`config.mk`:
```
export PLATFORM = sky130hd
export DESIGN_NAME = cigar_position_locator
export DESIGN_NICKNAME = d
export VERILOG_FILES = /design/src/sv/cpl_pkg.sv /design/src/sv/cpl_tracker.sv /design/src/sv/cigar_position_locator.sv
export SDC_FILE = /design/constraint.sdc
export NUM_CORES = 2
export LEC_CHECK = 0
export BUFFER_PORTS_ARGS = -buffer_cell sky130_fd_sc_hd__buf_2
export CAP_MARGIN = 20
export CORE_MARGIN = 3
export CORE_UTILIZATION = 65
export CTS_CLUSTER_SIZE = 12
export DETAILED_ROUTE_END_ITERATION = 8
export PLACE_DENSITY = 0.92
export SETUP_SLACK_MARGIN = 0.15
export SYNTH_ARGS = -nofsm -noshare
export SYNTH_HDL_FRONTEND = slang
export SYNTH_SLANG_ARGS = --single-unit
```
`constraint.sdc`:
```
create_clock -name clk -period 25.4 [get_ports clk]
set_input_delay 5.08 -clock clk [delete_from_list [all_inputs] [get_ports clk]]
set_output_delay 5.08 -clock clk [all_outputs]
set_load 0.1 [all_outputs]
```
`src/sv/cpl_pkg.sv`:
```
// shared types, operator codes and helper functions for the cigar position locator
package cpl_pkg;

  // cigar operator codes
  localparam logic [3:0] OP_M  = 4'd0;
  localparam logic [3:0] OP_I  = 4'd1;
  localparam logic [3:0] OP_D  = 4'd2;
  localparam logic [3:0] OP_N  = 4'd3;
  localparam logic [3:0] OP_S  = 4'd4;
  localparam logic [3:0] OP_H  = 4'd5;
  localparam logic [3:0] OP_P  = 4'd6;
  localparam logic [3:0] OP_EQ = 4'd7;
  localparam logic [3:0] OP_X  = 4'd8;

  // elements at this index or beyond are ignored
  localparam logic [15:0] MAX_CIGAR_OPS = 16'd65535;

  // read cursor saturation value
  localparam logic [30:0] READ_MAX = 31'h7FFF_FFFF;

  // saturation bounds of the read offset, at the working width
  localparam logic signed [33:0] OFFSET_MAX = 34'sh0_7FFF_FFFF;
  localparam logic signed [33:0] OFFSET_MIN = -34'sh0_8000_0000;

  // one incoming cigar element beat
  typedef struct packed {
    logic [3:0]  cigar_op;
    logic [27:0] op_length;
    logic        first_element;
    logic        last_element;
    logic [30:0] align_start;
    logic [30:0] target_pos;
  } in_t;

  // one result beat
  typedef struct packed {
    logic               found;
    logic signed [31:0] read_offset;
    logic [15:0]        element_index;
    logic signed [31:0] element_start;
    logic [3:0]         element_op;
    logic               is_deletion;
    logic               before_deletion;
    logic               before_insertion;
    logic               before_soft_clip;
    logic               after_soft_clip;
    logic [27:0]        next_indel_length;
  } out_t;

  // operator consumes reference bases
  function automatic logic uses_ref(input logic [3:0] op);
    return (op == OP_M) || (op == OP_D) || (op == OP_N) || (op == OP_EQ) || (op == OP_X);
  endfunction

  // operator consumes read bases
  function automatic logic uses_read(input logic [3:0] op);
    return (op == OP_M) || (op == OP_I) || (op == OP_S) || (op == OP_EQ) || (op == OP_X);
  endfunction

  // operator lies on the genome
  function automatic logic on_genome(input logic [3:0] op);
    return (op == OP_M) || (op == OP_D) || (op == OP_EQ) || (op == OP_X);
  endfunction

endpackage

```
`src/sv/cpl_tracker.sv`:
```
// per-read cursors, hit capture and neighbour flag tracking
module cpl_tracker (
  input  logic         clk,
  input  logic         rst,
  input  logic         step,
  input  cpl_pkg::in_t item,
  output cpl_pkg::out_t result
);

  // running state of the current read
  logic [31:0] ref_cursor, ref_cursor_next;
  logic [30:0] read_cursor, read_cursor_next;
  logic [30:0] target_reg, target_reg_next;
  logic [15:0] element_counter, element_counter_next;
  logic        hit_found, hit_found_next;
  logic [3:0]  hit_op, hit_op_next;
  logic [31:0] hit_start, hit_start_next;
  logic [31:0] hit_offset, hit_offset_next;
  logic [15:0] hit_index, hit_index_next;
  logic        hit_at_end, hit_at_end_next;
  logic [3:0]  previous_op, previous_op_next;
  logic [4:0]  neighbour_flags, neighbour_flags_next;
  logic        genome_search_pending, genome_search_pending_next;
  logic [27:0] indel_length, indel_length_next;

  // datapath temporaries
  logic [31:0]        len32;
  logic [31:0]        cur;
  logic [31:0]        rd_sum;
  logic [30:0]        rd;
  logic [31:0]        cs;
  logic signed [33:0] off_wide;
  logic signed [33:0] off_adj;
  logic [15:0]        idx;

  assign len32 = {4'b0, item.op_length};

  // next state for the element in the input register
  always_comb begin
    // a first element restarts the read
    if (item.first_element) begin
      ref_cursor_next            = {1'b0, item.align_start};
      read_cursor_next           = '0;
      target_reg_next            = item.target_pos;
      element_counter_next       = '0;
      hit_found_next             = 1'b0;
      hit_op_next                = '0;
      hit_start_next             = '0;
      hit_offset_next            = '0;
      hit_index_next             = '0;
      hit_at_end_next            = 1'b0;
      previous_op_next           = '0;
      neighbour_flags_next       = '0;
      genome_search_pending_next = 1'b0;
      indel_length_next          = '0;
    end else begin
      ref_cursor_next            = ref_cursor;
      read_cursor_next           = read_cursor;
      target_reg_next            = target_reg;
      element_counter_next       = element_counter;
      hit_found_next             = hit_found;
      hit_op_next                = hit_op;
      hit_start_next             = hit_start;
      hit_offset_next            = hit_offset;
      hit_index_next             = hit_index;
      hit_at_end_next            = hit_at_end;
      previous_op_next           = previous_op;
      neighbour_flags_next       = neighbour_flags;
      genome_search_pending_next = genome_search_pending;
      indel_length_next          = indel_length;
    end

    idx = element_counter_next;

    // cursor advance, with saturation of the read side
    cur    = ref_cursor_next + (cpl_pkg::uses_ref(item.cigar_op) ? len32 : 32'd0);
    rd_sum = {1'b0, read_cursor_next} + (cpl_pkg::uses_read(item.cigar_op) ? len32 : 32'd0);
    rd     = rd_sum[31] ? cpl_pkg::READ_MAX : rd_sum[30:0];
    cs     = cur - len32;

    // offset of the target within the read, before saturation
    off_adj  = (item.op_length != '0)
               ? ($signed({3'b0, target_reg_next}) - $signed({{2{cs[31]}}, cs}))
               : 34'sd0;
    off_wide = $signed({3'b0, rd}) - $signed({6'b0, item.op_length}) + off_adj;

    if (element_counter_next != cpl_pkg::MAX_CIGAR_OPS) begin
      element_counter_next = element_counter_next + 16'd1;
      priority if (!hit_found_next) begin
        ref_cursor_next  = cur;
        read_cursor_next = rd;
        // capture the element whose reference end passes the target
        if (cur > {1'b0, target_reg_next}) begin
          hit_found_next = 1'b1;
          hit_op_next    = item.cigar_op;
          hit_index_next = idx;
          hit_start_next = cs;
          if (off_wide > cpl_pkg::OFFSET_MAX) begin
            hit_offset_next = cpl_pkg::OFFSET_MAX[31:0];
          end else if (off_wide < cpl_pkg::OFFSET_MIN) begin
            hit_offset_next = cpl_pkg::OFFSET_MIN[31:0];
          end else begin
            hit_offset_next = off_wide[31:0];
          end
          hit_at_end_next = (cur == {1'b0, target_reg_next} + 32'd1);
          neighbour_flags_next    = '0;
          neighbour_flags_next[0] = (item.cigar_op == cpl_pkg::OP_D);
          neighbour_flags_next[4] = (idx != '0) && (previous_op_next == cpl_pkg::OP_S)
                                    && (cs == {1'b0, target_reg_next});
        end
      end else if (idx == hit_index_next + 16'd1) begin
        // element right after the hit
        if (hit_at_end_next) begin
          if (item.cigar_op == cpl_pkg::OP_D && hit_op_next != cpl_pkg::OP_D) begin
            neighbour_flags_next[1] = 1'b1;
          end
          if (item.cigar_op == cpl_pkg::OP_I) begin
            neighbour_flags_next[2] = 1'b1;
            indel_length_next       = item.op_length;
          end
          if (item.cigar_op == cpl_pkg::OP_S) begin
            neighbour_flags_next[3]    = 1'b1;
            genome_search_pending_next = 1'b1;
          end
        end
      end else begin
        // first on-genome element after a soft clip
        if (genome_search_pending_next && cpl_pkg::on_genome(item.cigar_op)) begin
          indel_length_next          = item.op_length;
          genome_search_pending_next = 1'b0;
        end
      end
      previous_op_next = item.cigar_op;
    end
  end

  // state registers
  always_ff @(posedge clk) begin
    if (rst) begin
      ref_cursor            <= '0;
      read_cursor           <= '0;
      target_reg            <= '0;
      element_counter       <= '0;
      hit_found             <= 1'b0;
      hit_op                <= '0;
      hit_start             <= '0;
      hit_offset            <= '0;
      hit_index             <= '0;
      hit_at_end            <= 1'b0;
      previous_op           <= '0;
      neighbour_flags       <= '0;
      genome_search_pending <= 1'b0;
      indel_length          <= '0;
    end else if (step) begin
      ref_cursor            <= ref_cursor_next;
      read_cursor           <= read_cursor_next;
      target_reg            <= target_reg_next;
      element_counter       <= element_counter_next;
      hit_found             <= hit_found_next;
      hit_op                <= hit_op_next;
      hit_start             <= hit_start_next;
      hit_offset            <= hit_offset_next;
      hit_index             <= hit_index_next;
      hit_at_end            <= hit_at_end_next;
      previous_op           <= previous_op_next;
      neighbour_flags       <= neighbour_flags_next;
      genome_search_pending <= genome_search_pending_next;
      indel_length          <= indel_length_next;
    end
  end

  // result as it stands after this element, all zero when nothing was found
  always_comb begin
    result = '0;
    if (hit_found_next) begin
      result.found             = 1'b1;
      result.read_offset       = hit_offset_next;
      result.element_index     = hit_index_next;
      result.element_start     = hit_start_next;
      result.element_op        = hit_op_next;
      result.is_deletion       = neighbour_flags_next[0];
      result.before_deletion   = neighbour_flags_next[1];
      result.before_insertion  = neighbour_flags_next[2];
      result.before_soft_clip  = neighbour_flags_next[3];
      result.after_soft_clip   = neighbour_flags_next[4];
      result.next_indel_length = indel_length_next;
    end
  end

endmodule

```
`src/sv/cigar_position_locator.sv`:
```
// Top level of the cigar position locator.
// Input channel: item_valid / item_stall / item carry one cigar element per beat,
// in read order. The first element of a read carries first_element, the alignment
// start and the target reference position; the element with last_element set
// produces exactly one result beat.
// Output channel: result_valid / result_stall / result carry one beat per read:
// found, read offset, covering element index, start and operator, the neighbour
// flags and the next indel length. With found low every other field is zero.
// Flow: an accepted element is registered in the input register, where the cursor
// logic processes it; its result is then registered in the result register and offered.
// Throughput: one element per cycle unless a last element waits on a held result,
// set by the cursor update loop between the input register and the tracker state.
// Stall: while result_stall holds a result, elements without last_element keep
// flowing; an element with last_element waits in the input register and
// item_stall rises until the result register frees.
// Reset: clears the cursors, the captured hit and the valid bits of both channel
// registers; a read that starts without a first element begins from zero cursors.
module cigar_position_locator (
  input  logic          clk,
  input  logic          rst,
  input  logic          item_valid,
  output logic          item_stall,
  input  cpl_pkg::in_t  item,
  output logic          result_valid,
  input  logic          result_stall,
  output cpl_pkg::out_t result
);

  // input register
  logic          held;
  cpl_pkg::in_t  held_item;
  logic          out_free;
  logic          step;
  cpl_pkg::out_t step_result;

  assign out_free   = !result_valid || !result_stall;
  assign step       = held && (!held_item.last_element || out_free);
  assign item_stall = held && !step;

  always_ff @(posedge clk) begin
    if (rst) begin
      held <= 1'b0;
    end else if (!item_stall) begin
      held <= item_valid;
    end
  end

  always_ff @(posedge clk) begin
    if (!item_stall) begin
      held_item <= item;
    end
  end

  // cursor and hit tracking
  cpl_tracker u_tracker (
    .clk    (clk),
    .rst    (rst),
    .step   (step),
    .item   (held_item),
    .result (step_result)
  );

  // result register
  always_ff @(posedge clk) begin
    if (rst) begin
      result_valid <= 1'b0;
    end else if (out_free) begin
      result_valid <= step && held_item.last_element;
    end
  end

  always_ff @(posedge clk) begin
    if (out_free && step && held_item.last_element) begin
      result <= step_result;
    end
  end

endmodule
```
==> summary.txt <==
Die
  • # rows: 79
  • Initial Util: 66.0%
  • Core area: 0.0467 mm^2
  • Die X: 224 um
  • Die area: 0.0500 mm^2
  • Ports: 220
  • DIE HEIGHT: 224 um

Critical path
  • Most frequent CP cell: a21oi_1
  • Critical path's top delay family: compound AO/OA/AOI/OAI gates
  • CP Class: flip-flop to flip-flop
  • Startpoint Class: flip-flop
  • Slowest cell delay on critical path: 690 ps
  • Crit Path Max Fanout: 29
  • CP required: 25810 ps
  • CP endpoint kind: flip-flop
  • WP buf/inv: 3
  • CP max-delay cell: nand2_1
  • Crit path DAT: 12340 ps

Clocking
  • H-tree levels: 2
  • PostCTS Resize Cnt: 0
  • Post-CTS Setup Inserts: 0
  • CTS tree: built
  • CTS Hold Bufs: 0
  • Clk root buf: clkbuf_16
  • CTS sink count: 450
  • CTS clock-pin slew for the worst setup and hold paths: 70 ps
  • TritonCTS buffer count: 48
  • Clk Latency, worst-skew pair: 600 ps
  • Max Buffers Root-to-Sink: 3

Placed design
  • Final GP Congestion: 1.05
  • IO buf count: 219
  • Dpl hpwl: 72500 um

Finish
  • Fraction of layout cells with a size suffix above 1: 11.8%
  • Multi-input logic area: 0.0184 mm^2
  • # diodes: 0
  • Most frequent cells in the layout: nor2_1 (428), a21oi_1 (315), nand2_1 (303)
  • Largest register FFs: 118
  • Biggest register: result
  • Most common cell after layout, fill and taps aside: nor2_1
  • Final net count: 4040
  • Register cell area after layout: 0.0112 mm^2
  • Largest regs: result (118), held_item (96)
  • Area Overhead vs Synth: 9.81%
  • Number of fill cells: 3532

Drt
  • DRT Pass-1 Iters: 6
  • Detail Route Antenna Nets: 0
  • Routed wire length: 101000 um
  • Via density: 6.69
  • Wirelength per Cell: 23.0 um
  • Via count: 29267
  • Iteration-0 DRC Markers: 3887
  • DRC: 0

Synth
  • Post-synthesis sequential area ratio: 36.2%
  • Synth warnings: 0
  • Synth Cell Area: 0.0308 mm^2
  • Async set-reset flop share out of synthesis: 0%
  • Post-synthesis register bit count: 450
  • Synth Flop Type: dfxtp_1
  • Cell variety after synth: 98
  • Post-synth EDFFs: 214
  • Synth Instances: 3609
  • Synthesized net count: 3916
  • Avg Cell Area, Syn: 8.53 um^2

Global routing
  • GRT Total Usage: 39.0%
  • Antenna violations before repair: 0
  • First-pass GRT wire length: 153000 um
  • Vias in the first global route: 27026
  • Largest net degree at the start of global routing: 99
  • Grt ovf: 0

Power and ir drop
  • Logic pwr share: 53.6%
  • Clock power frac: 20.9%
  • Worst VDD drop: 0.0825 mV
  • PwrDens: 98.1 mW/mm^2
  • Internal: 1.84 mW
  • Switching power: 1.48 mW
  • Sw Share: 44.6%
  • Tot Pwr: 3.32 mW
  • Sequential Power Share: 25.5%
  • Leak pwr: 13.9 nW

Job
  • Max-Cap Viols: 0

Timing
  • Setup TNS: 0 ps
  • Final setup violation count: 0
  • Worst-margin pin slew: 1210 ps
  • Final Hold Fails: 0
  • Clk_skew: 17.9 ps
  • Slew headroom: 19.5%
  • Final period utilization: 47.0%
  • Slew Viols, Final: 0
  • Unrepaired setup endpoints after global routing: no
  • Fin crit period: 11940 ps
  • Max Clock Freq: 83.8 MHz

Min path
  • Worst Hold Class: flip-flop to flip-flop

Run status
  • Status: complete, no violations
==> layout make-up <==
cell class	instances	share of cell area [%]
well taps	607	2.25
repair buffers	270	4.45
inverters	138	1.53
flip-flops and latches	450	33.0
clock inverters	13	0.481
clock buffers	74	3.99
multi-input cells	2825	54.3
==> cell usage after synthesis (28+ instances only) <==
library cell	instances	area [um^2]
nor2b_1	73	457
edfxtp_1	214	6430
o21ai_0	156	781
mux2_2	33	372
a21oi_1	316	1580
a211oi_1	72	541
dfxtp_1	236	4720
o21bai_1	28	210
mux2i_1	37	370
xor2_1	69	604
and2_1	90	563
nor3_1	73	365
ha_1	201	2510
nor2_1	433	1630
nand2b_1	30	188
nand3_1	116	581
a31oi_1	38	238
a21o_1	90	676
nand2_1	305	1140
xnor2_1	160	1400
nand4_1	47	294
inv_1	133	499
o21a_1	29	218
clkbuf_1	146	548
a22oi_1	78	586
==> logic make-up after synthesis <==
kind of cell / count (synthesis) / share of synthesized area, %
and+or+nand+nor: 1306 / 20.2
AOI/OAI and AO/OA: 995 / 20.9
xor gates and xnor gates: 233 / 6.75
DFF: 450 / 36.2
adders and majority gates: 214 / 8.79
buffers and inverters: 334 / 4.33
muxes: 77 / 2.81
==> final timing paths <==
kind / from / end / slack [ps] / cells after the start
hold / removal: u_tracker.genome_search_pending / u_tracker.genome_search_pending / 460 / 2
hold reg to reg: u_tracker.genome_search_pending / u_tracker.genome_search_pending / 460 / 2
setup / recovery: held_item[94] / result[90] / 13460 / 46
setup reg to reg: held_item[94] / result[90] / 13460 / 46
==> metal layers <==
metal	vias to the layer above	global-route usage (%)	part of all wire, %
li1	13301	-	-
met1	13541	50.2	37
met2	1990	59.7	43
met3	435	7.99	12
met4	0	25.9	8.0
met5	-	0	0
==> worst reg2reg max path, delay by kind of cell (launching register included) <==
| family | cells | cell delay [ps] |
|---|---|---|
| AO/OA/AOI/OAI | 25 | 5340 |
| multiplexers | 1 | 320 |
| XOR/XNOR | 2 | 800 |
| flip-flops | 1 | 510 |
| adder cells (fa/ha/maj) | 5 | 1830 |
| AND/OR/NAND/NOR | 10 | 2500 |
| buffers and inverters | 3 | 460 |
==> power groups by stage <==
stage               registers (mW)  clock network [mW]  logic [mW]
floorplan                    0.902                   0        1.22
global placement             0.857                   0        1.68
detailed placement           0.859                   0        1.70
CTS                          0.845               0.696        1.72
global route                 0.849               0.722        1.92
finish                       0.847               0.693        1.78
==> through the flow <==
step	hold WS, ps	instances	setup slack, ps	utilization, %	cell area [um^2]
2_1_floorplan	425	3609	10490	-	30800
3_3_place_gp	435	4288	14240	69.2	32300
3_5_place_dp	442	4288	13880	69.2	32300
4_1_cts	456	4375	13790	72.4	33800
5_1_grt	476	4377	12480	72.5	33800
6_report	455	4377	13460	72.5	33800
(Power assumes the default switching activity.)
